$ cat src/rtl/core/memory_hard_reference_index_map_assert.svh
// assertion macros for the reference index map
// expects clk_i and rst_ni in the scope of every use
`ifndef MEMORY_HARD_REFERENCE_INDEX_MAP_ASSERT_SVH
`define MEMORY_HARD_REFERENCE_INDEX_MAP_ASSERT_SVH
`ifndef SYNTH
`define HRIM_ASSERT(lbl, prop) \
  lbl: assert property (@(posedge clk_i) disable iff (!rst_ni) (prop)) \
    else $error("hrim assertion failed");
`define HRIM_ASSERT_NEVER(lbl, prop) \
  lbl: assert property (@(posedge clk_i) disable iff (!rst_ni) !(prop)) \
    else $error("hrim forbidden condition seen");
`else
`define HRIM_ASSERT(lbl, prop)
`define HRIM_ASSERT_NEVER(lbl, prop)
`endif
`endif

$ cat src/rtl/core/hrim_cell.sv
// one restoring division cell: shifts in a bit, subtracts the divisor if it fits
// depends on nothing

module hrim_cell (
  input  logic        clk_i,
  input  logic        en_i,
  input  logic [31:0] rem_i,
  input  logic        bit_i,
  input  logic [31:0] div_i,
  output logic [31:0] rem_o,
  output logic        qbit_o
);

  logic [32:0] trial;
  logic [32:0] diff;
  logic        fits;
  logic [31:0] rem_d, rem_q;
  logic        qbit_q;

  // trial subtract
  always_comb begin
    trial = {rem_i, bit_i};
    diff  = trial - {1'b0, div_i};
    fits  = (trial >= {1'b0, div_i});
    rem_d = fits ? diff[31:0] : trial[31:0];
  end

  always_ff @(posedge clk_i) begin
    if (en_i) begin
      rem_q  <= rem_d;
      qbit_q <= fits;
    end
  end

  assign rem_o  = rem_q;
  assign qbit_o = qbit_q;

endmodule

$ cat config.mk
export PLATFORM = sky130hd
export DESIGN_NAME = hrim_cell
export DESIGN_NICKNAME = d
export VERILOG_FILES = /design/src/rtl/core/memory_hard_reference_index_map_assert.svh /design/src/rtl/core/hrim_cell.sv
export SDC_FILE = /design/constraint.sdc
export NUM_CORES = 1
export LEC_CHECK = 0
export BUFFER_PORTS_ARGS = -buffer_cell sky130_fd_sc_hd__clkbuf_2
export CORE_MARGIN = 2
export CORE_UTILIZATION = 53
export CTS_BUF_LIST = sky130_fd_sc_hd__clkbuf_4 sky130_fd_sc_hd__clkbuf_8 sky130_fd_sc_hd__clkbuf_16
export CTS_CLUSTER_DIAMETER = 30
export DETAILED_ROUTE_END_ITERATION = 12
export GPL_TIMING_DRIVEN = 0
export PLACE_DENSITY = 0.86
export SLEW_MARGIN = 20
export SYNTH_ARGS = -nofsm -noshare
export SYNTH_HDL_FRONTEND = slang
export SYNTH_SLANG_ARGS = --single-unit
$ cat constraint.sdc
create_clock -name clk_i -period 2.8 [get_ports clk_i]
set_clock_uncertainty 0.1 [all_clocks]
set_input_delay 0.14 -clock clk_i [delete_from_list [all_inputs] [get_ports clk_i]]
set_output_delay 0.14 -clock clk_i [all_outputs]
set_load 0.01 [all_outputs]
==> results of run 1 <==
==> per-layer routing <==
layer | up-vias | global-route usage [%]
met5 | - | 0
met2 | 160 | 44.1
met3 | 15 | 3.88
met1 | 1502 | 30.2
met4 | 0 | 7.30
li1 | 1620 | -
==> sequential cells by signal (all words and copies together) (netlist names) <==
| signal | count |
|---|---|
| qbit_o | 1 |
| rem_o | 32 |
==> critical path, stage by stage <==
cell	delay, ns
clkbuf_2	0.10
ha_1	0.37
o21ai_0	0.27
a21oi_2	0.12
a2111oi_0	0.45
nor2_1	0.17
buf_4	0.17
a2111oi_2	0.32
o31ai_1	0.16
xor2_1	0.17
mux2_4	0.28
==> synthesized netlist by cell type, types with 6 or more instances <==
master     n  area share, %
nand2_1   24            2.7
ha_1      32             12
nand4_1    8            1.5
mux2_4     8            3.6
nand3_1    8            1.2
o21ai_0   17            2.6
clkbuf_1   6           0.68
a21o_1     8            1.8
xor2_1    10            2.6
inv_1     46            5.2
nand2b_1   7            1.3
xnor2_1   16            4.2
edfxtp_1  33             30
nor2_1    37            4.2
a21oi_1   54            8.1
o21a_1     6            1.4
o31ai_1    7            1.6
==> timing repair <==
| action | 4_1_cts | 5_1_grt |
|---|---|---|
| hold buffers | 0 | 0 |
| buffers inserted | 0 | 4 |
| gates resized for setup | 0 | 8 |
| setup endpoints to repair | 0 | 13 |
==> layout make-up <==
cell class | count | area (sq um) | area share, %
inverters | 46 | 173 | 4.26
flip-flops and latches | 33 | 991 | 24.5
plain buffers | 17 | 114 | 2.81
well taps | 75 | 93.8 | 2.32
multi-input cells | 296 | 2070 | 51.1
clock buffers | 5 | 68.8 | 1.70
repair buffers | 103 | 526 | 13.0
clock inverters | 3 | 12.5 | 0.309
==> metrics by stage <==
stage | power, uW | TNS [ns] | utilization (%) | area [sq um]
2_1_floorplan | 1230 | 0 | - | 3320
3_3_place_gp | 1450 | -1.76 | 65.2 | 3910
3_5_place_dp | 1470 | -3.00 | 65.2 | 3910
4_1_cts | 1830 | 0 | 66.6 | 3990
5_1_grt | 1960 | -2.03 | 67.6 | 4050
6_report | 1850 | 0 | 67.6 | 4050
==> cells by family after synthesis <==
kind of cell / share of synthesized area [%]
AOI/OAI and AO/OA: 22.1
and+or+nand+nor: 15.8
buffers and inverters: 8.56
adders and majority gates: 12.7
DFF: 29.9
xor gates and xnor gates: 6.86
muxes: 4.22
==> power by group through the flow <==
stage | combinational [uW] | clock (uW) | sequential [uW]
floorplan | 495 | 0 | 731
global placement | 765 | 0 | 683
detailed placement | 788 | 0 | 686
CTS | 797 | 356 | 676
global route | 901 | 375 | 683
finish | 825 | 349 | 675
==> worst max-delay path by stage <==
| stage | to | slack [ns] |
|---|---|---|
| 6_report | rem_o[31] | 0.03 |
| 3_3_place_gp | rem_o[31] | -0.15 |
| 5_1_grt | rem_o[31] | -0.22 |
| 2_1_floorplan | rem_o[14] | 0.21 |
| 3_5_place_dp | rem_o[31] | -0.26 |
| 4_1_cts | rem_o[31] | 0.03 |
==> metrics.cfg, run 1 <==
[sta]
rsz0062_at_grt=true
max_slew_margin_pct=43.6
hold_viol_final=0
worst_pin_slew_ns=0.845
final-max-slew-violation-count=0
setup_viol=0
finalWorstSetupSlack_ns=0.0254
layout_min_cycle_time_ns=2.77
max_freq_mhz=360
finalCritPeriodShare_pct=99.1
whs_ns=0.0704

[global_routing]
grt_overflow=0
grt_max_degree=34
antenna_found_initial=0
track_usage_pct=24.6
grt_pass1_vias=3258
grt_pass1_wl_microns=14000

[clock_network]
clk_pin_slew_worst_paths_ns=0.07
root_buffer=clkbuf_8
cts_sinks=33
h-tree-depth=2
cts_buffers=5
cts_max_path_buffers=2
cts_tree=yes

[floorplanning]
ioPinCount=100
rows=28
dieArea_sq_um=6910
die_w_microns=83.1
start_util_pct=55.4
die_h_microns=83.1
core_sq_um=5990

[power]
p_clk_share_pct=18.9
powerDensity_nw_per_um2=457
p_int_uw=1190
power_switching_uw=660
switching_share_pct=35.7
p_leak_uw=0.00197
peakVddDrop_mv=0.232
p_seq_share_pct=36.5
pwr-share-comb_pct=44.6

[finish]
nets=602
num_antenna_cells=0
fillCellCount=488
drive_gt1_share_pct=27.8
fin_cells=578
final_common_cell=clkbuf_2
area_growth_pct=22.0
layout_common_cells=clkbuf_2, a21oi_1, inv_1, nor2_1, edfxtp_1

[min_path]
min_from=rem_i[6]
hp-class=input pin to flop
whs_path_depth=2
min_to=rem_o[7]

[critical_path]
cp_max_fo=5
cp.arrival_ns=2.71
critical_path_class=input pin to flop
startpoint_type=input pin
cp-end-kind=flop
critPathRequiredTime_ns=2.74
crit_start=rem_i[1]

[detailed_routing]
wirelength_microns=8590
wl_per_cell_microns=14.9
top_layer=met4
antenna_left=0
vias=3297
drt-initial-drc-count=231
first_pass_iters=6
drc=0
dr_wl_met2_microns=4220
met3_wirelength_microns=540
met1_length_microns=3710
via_per_inst=5.70

[synthesis]
postSynthCellCount=392
synth-main-ff-cell=edfxtp_1
async_flop_share_pct=0
ys_ff_latch=33
yosysUniqueCellTypes=49
yosys_warnings=0
synth_edf_count=33
ys_seq_area_share_pct=29.9
avgSynthCellArea_sq_um=8.46
synth_area_sq_um=3320
synth_nets=492

[status]
status=completed

[placement]
hpwl_microns=6610
dp_slack_ns=-0.263
dp_cells=566
gp_congestion=0.943
portBuffers=99

[flow_run]
drv_cap=0

No activity file was read; power rests on OpenSTA's default activity.
==> run 2, diff against run 1 <==
--- a/config.mk
+++ b/config.mk
@@ -6,13 +6,15 @@
 export NUM_CORES = 1
 export LEC_CHECK = 0
 export BUFFER_PORTS_ARGS = -buffer_cell sky130_fd_sc_hd__clkbuf_2
+export CELL_PAD_IN_SITES_DETAIL_PLACEMENT = 0
+export CELL_PAD_IN_SITES_GLOBAL_PLACEMENT = 1
 export CORE_MARGIN = 2
-export CORE_UTILIZATION = 53
+export CORE_UTILIZATION = 38
 export CTS_BUF_LIST = sky130_fd_sc_hd__clkbuf_4 sky130_fd_sc_hd__clkbuf_8 sky130_fd_sc_hd__clkbuf_16
 export CTS_CLUSTER_DIAMETER = 30
 export DETAILED_ROUTE_END_ITERATION = 12
 export GPL_TIMING_DRIVEN = 0
-export PLACE_DENSITY = 0.86
+export PLACE_DENSITY = 0.85
 export SLEW_MARGIN = 20
 export SYNTH_ARGS = -nofsm -noshare
 export SYNTH_HDL_FRONTEND = slang
==> run 2 against run 1 <==
Against the previous run:
- power rose by 1.1%
- sequential cell count did not move
- die area rose by 37%
- fmax rose by 3.3%
- global-route usage fell by 6.3 points
- largest power group unchanged
==> metrics.cfg, run 2 (synthesized netlist as in run 1, its figures left out) <==
[sta]
tns_ns=0
max_freq_mhz=372
final-max-slew-violation-count=0
whs_ns=0.0667
finalCritPeriodShare_pct=95.9
max_slew_margin_pct=40.3
worst_pin_slew_ns=0.896
rsz0062_at_grt=true
hold_viol_final=0
layout_min_cycle_time_ns=2.68
setup_viol=0

[floorplanning]
rows=34
start_util_pct=38.6
core_sq_um=8590
die_h_microns=97.4
ioPinCount=100
die_w_microns=97.4
dieArea_sq_um=9500

[finish]
drive_gt1_share_pct=28.6
nets=599
fillCellCount=873
ff_latch_area_sq_um=991
layout_common_cells=clkbuf_2, a21oi_1, inv_1, nor2_1, edfxtp_1
area_growth_pct=23.4
post-route-util_pct=47.6
num_antenna_cells=0
final_common_cell=clkbuf_2
largest_reg_flops=32
multiInputGateArea_sq_um=2080
design_area_sq_um=4090

[detailed_routing]
drt-initial-drc-count=74
first_pass_iters=5
wirelength_microns=8870
antenna_left=0
wl_per_cell_microns=14.6
drc=0
via_per_inst=5.23
vias=3181

[clock_network]
cts_max_path_buffers=2
root_buffer=clkbuf_8
cts_tree=yes
cts_sinks=33
cts_buffers=5
clk_pin_slew_worst_paths_ns=0.08
ctsHoldBuffers=0
h-tree-depth=2

[critical_path]
cp_slowest_cell=or3b_1
crit_chain=clkbuf_2 -> ha_1 -> buf_6 -> a21o_1 -> o21a_1 -> a311oi_2 -> o21ai_1 -> or3b_1 -> o21a_1 -> buf_6 -> clkbuf_4 -> nor2_1 -> a21oi_1
cp.arrival_ns=2.62
critPathRequiredTime_ns=2.73
cp_max_fo=10
critical_path_class=input pin to flop
cp-end-kind=flop
startpoint_type=input pin
max_stage_delay_ns=0.36

[global_routing]
antenna_found_initial=0
grt_overflow=0
track_usage_pct=18.3
grt_pass1_wl_microns=14300
grt_pass1_vias=2999
grt_max_degree=34

[flow_run]
drv_cap=0

[placement]
hpwl_microns=6890
portBuffers=99
gp_congestion=0.841
placed_cell_area_sq_um=3950

[power]
p_leak_uw=0.00197
peakVddDrop_mv=0.160
powerDensity_nw_per_um2=457

[min_path]
hp-class=input pin to flop
min_from=rem_i[19]
whs_path_depth=2
min_to=rem_o[20]

[status]
status=completed

-- run 2: layer usage --
layer | routed length, microns | global-route usage, % | up-vias | share of wire (%)
met5 | 0 | 0 | - | 0
met4 | 125 | 4.38 | 0 | 1.4
met3 | 335 | 2.52 | 13 | 3.8
met2 | 4110 | 30.6 | 93 | 46
met1 | 4300 | 25.2 | 1465 | 48
li1 | - | - | 1610 | -
-- run 2: worst max-delay path by stage --
stage | start | to | slack, ns
2_1_floorplan | div_i[23] | rem_o[14] | 0.21
3_3_place_gp | rem_i[7] | rem_o[31] | -0.21
3_5_place_dp | bit_i | rem_o[30] | -0.20
4_1_cts | div_i[24] | rem_o[15] | 0.08
5_1_grt | div_i[6] | rem_o[15] | -0.06
6_report | rem_i[22] | rem_o[15] | 0.12
-- run 2: report_power, final --
group / leakage [uW] / total, uW / switching (uW) / internal [uW]
logic: 0.00160 / 818 / 455 / 363
clock network: 0.0000484 / 377 / 194 / 182
registers: 0.000324 / 674 / 20.0 / 654
total: 0.00197 / 1870 / 670 / 1200
-- run 2: through the flow --
step	setup slack [ns]	cells	power [uW]
after global routing	-0.0638	608	2000
after global placement	-0.205	599	1470
after CTS	0.0757	607	1870
after detailed placement	-0.204	599	1480
final	0.115	608	1870
after floorplan	0.208	392	1230
-- run 2: worst max-delay path: cells and delay by family --
| kind | cells | cell delay [ns] |
|---|---|---|
| AO/OA/AOI/OAI | 6 | 1.09 |
| buffers and inverters | 4 | 0.62 |
| AND/OR/NAND/NOR | 2 | 0.48 |
| adder cells (fa/ha/maj) | 1 | 0.29 |
-- run 2: final cells by class --
cell class | instances | share of cell area (%)
sequential | 33 | 24.2
timing repair buffer | 102 | 12.7
inverter | 46 | 4.22
clock inverter | 2 | 0.244
buffer | 15 | 2.60
clock buffer | 6 | 1.86
tap | 108 | 3.30
multi-input combinational | 296 | 50.9
-- run 2: timing repair --
item | in CTS | in global routing
hold endpoints to repair | 0 | 0
setup endpoints to repair | 0 | 17
setup buffers | 0 | 3
resized for setup | 0 | 12
==> run 3, diff against run 2 <==
--- a/config.mk
+++ b/config.mk
@@ -9,12 +9,12 @@
 export CELL_PAD_IN_SITES_DETAIL_PLACEMENT = 0
 export CELL_PAD_IN_SITES_GLOBAL_PLACEMENT = 1
 export CORE_MARGIN = 2
-export CORE_UTILIZATION = 38
+export CORE_UTILIZATION = 35
 export CTS_BUF_LIST = sky130_fd_sc_hd__clkbuf_4 sky130_fd_sc_hd__clkbuf_8 sky130_fd_sc_hd__clkbuf_16
 export CTS_CLUSTER_DIAMETER = 30
 export DETAILED_ROUTE_END_ITERATION = 12
 export GPL_TIMING_DRIVEN = 0
-export PLACE_DENSITY = 0.85
+export PLACE_DENSITY = 0.82
 export SLEW_MARGIN = 20
 export SYNTH_ARGS = -nofsm -noshare
 export SYNTH_HDL_FRONTEND = slang
==> constraint.sdc (replaced) <==
create_clock -name clk_i -period 2.37 [get_ports clk_i]
set_clock_uncertainty 0.1 [all_clocks]
set_input_delay 0.1185 -clock clk_i [delete_from_list [all_inputs] [get_ports clk_i]]
set_output_delay 0.1185 -clock clk_i [all_outputs]
set_load 0.01 [all_outputs]
==> run 3 against run 2 <==
Against the previous run:
- the run now ends with negative setup slack left
- core utilization is 5.0 points higher
- global-route usage is 0.42 points higher
- critical path depth is 1 lower
- non-clock buffer count is 13 higher
- sequential cell count stayed put
- sequential share of layout area is 3.8 points lower
- critical endpoint is now rem_o[3]
- largest cell class unchanged
- hold slack worse by 0.016 ns
- setup slack worse by 0.15 ns
==> metrics.cfg, run 3 (synthesized netlist as in run 1, its figures left out) <==
[status]
status=finished, violations left
violations=negative setup slack

[placement]
portBuffers=99
hpwl_microns=7000
gp_congestion=0.867
placed_cell_area_sq_um=4070

[clock_network]
ctsHoldBuffers=0
cts_max_path_buffers=2
cts_tree=yes
clk_pin_slew_worst_paths_ns=0.08
h-tree-depth=2
cts_buffers=5
cts_sinks=33
root_buffer=clkbuf_8

[finish]
layout_common_cells=clkbuf_2, inv_1, edfxtp_1, a21oi_1, nand2_1
area_growth_pct=46.5
num_antenna_cells=0
design_area_sq_um=4860
largest_reg_flops=32
nets=612
drive_gt1_share_pct=46.0
final_common_cell=clkbuf_2
fillCellCount=868

[sta]
setup_viol=9
rsz0062_at_grt=true
max_freq_mhz=416
hold_viol_final=0
max_slew_margin_pct=40.7
whs_ns=0.0509
finalWorstSetupSlack_ns=-0.0325
layout_min_cycle_time_ns=2.40
worst_pin_slew_ns=0.889
final-max-slew-violation-count=0
tns_ns=-0.104
finalCritPeriodShare_pct=101

[floorplanning]
start_util_pct=35.9
die_h_microns=101
rows=35
ioPinCount=100
core_sq_um=9240
dieArea_sq_um=10300
die_w_microns=101

[global_routing]
antenna_found_initial=0
track_usage_pct=18.8
grt_pass1_wl_microns=15300
grt_max_degree=34
grt_pass1_vias=3139
grt_overflow=0

[critical_path]
cp_max_fo=6
startpoint_type=input pin
critPathRequiredTime_ns=2.31
cp-end-kind=flop
cp.arrival_ns=2.35
critical_path_class=input pin to flop

[power]
p_leak_uw=0.00213
power_uw=2480
switching_share_pct=36.6
powerDensity_nw_per_um2=511
p_seq_share_pct=32.1
p_clk_share_pct=18.1
p_int_uw=1570
power_switching_uw=910
peakVddDrop_mv=0.170
pwr-share-comb_pct=49.8

[detailed_routing]
first_pass_iters=4
antenna_left=0
drt-initial-drc-count=100
via_per_inst=5.10
wirelength_microns=9890
vias=3275
wl_per_cell_microns=15.4
drc=0

[flow_run]
drv_cap=0

[min_path]
hp-class=input pin to flop

[run 3: changes by cell type in the layout (fill, tap and decap cells not counted), sizes merged]
cell    before  now
buf         13   30
clkbuf     110  106
[run 3: final cells by class]
class | instances | area, sq um | share of cell area, %
clock inverters | 2 | 10.0 | 0.206
well taps | 129 | 161 | 3.32
multi-input cells | 296 | 2590 | 53.2
flip-flops and latches | 33 | 991 | 20.4
plain buffers | 10 | 136 | 2.81
inverters | 46 | 185 | 3.81
repair buffers | 120 | 713 | 14.7
clock buffers | 6 | 76.3 | 1.57
[run 3: power by group through the flow]
| stage | registers (uW) | clock network [uW] | logic [uW] |
|---|---|---|---|
| after detailed placement | 811 | 0 | 965 |
| after CTS | 800 | 464 | 1120 |
| after global placement | 810 | 0 | 954 |
| after global routing | 808 | 495 | 1350 |
| after floorplan | 864 | 0 | 606 |
| final | 798 | 450 | 1240 |
[run 3: path summary, 6_finish.rpt]
path,cells after the start,from,slack (ns),end
max,12,div_i[23],-0.03,rem_o[3]
min,2,rem_i[13],0.05,rem_o[14]
[run 3: per-layer routing]
metal  vias to the layer above  global-route usage [%]  wire, microns
met4                         0                    5.61            189
met2                        97                    30.4           4610
li1                       1641                       -              -
met5                         -                       0              0
met3                        14                    2.97            529
met1                      1523                    25.8           4570
[run 3: critical path: stages]
cell	delay [ns]
clkbuf_16	0.13
inv_12	0.04
ha_4	0.19
and3_4	0.18
o21a_1	0.19
a311oi_2	0.29
o21ai_2	0.10
or3b_1	0.38
o21a_4	0.24
buf_12	0.16
buf_8	0.14
o21a_1	0.17
[run 3: timing repair]
item                                    CTS  global route
buffers inserted                         14             5
pin swaps                                18            14
gates cloned                              2             0
endpoints found under the setup margin   33            33
resized for setup                        63            54
hold endpoints to repair                  0             0
[run 3: metrics by stage]
| stage | util (%) | cells | setup slack [ns] |
|---|---|---|---|
| global route | 52.6 | 642 | -0.120 |
| floorplan | - | 392 | -0.131 |
| detailed placement | 44.0 | 620 | -0.619 |
| finish | 52.6 | 642 | -0.0325 |
| CTS | 49.3 | 637 | 0.00438 |
| global placement | 44.0 | 620 | -0.620 |
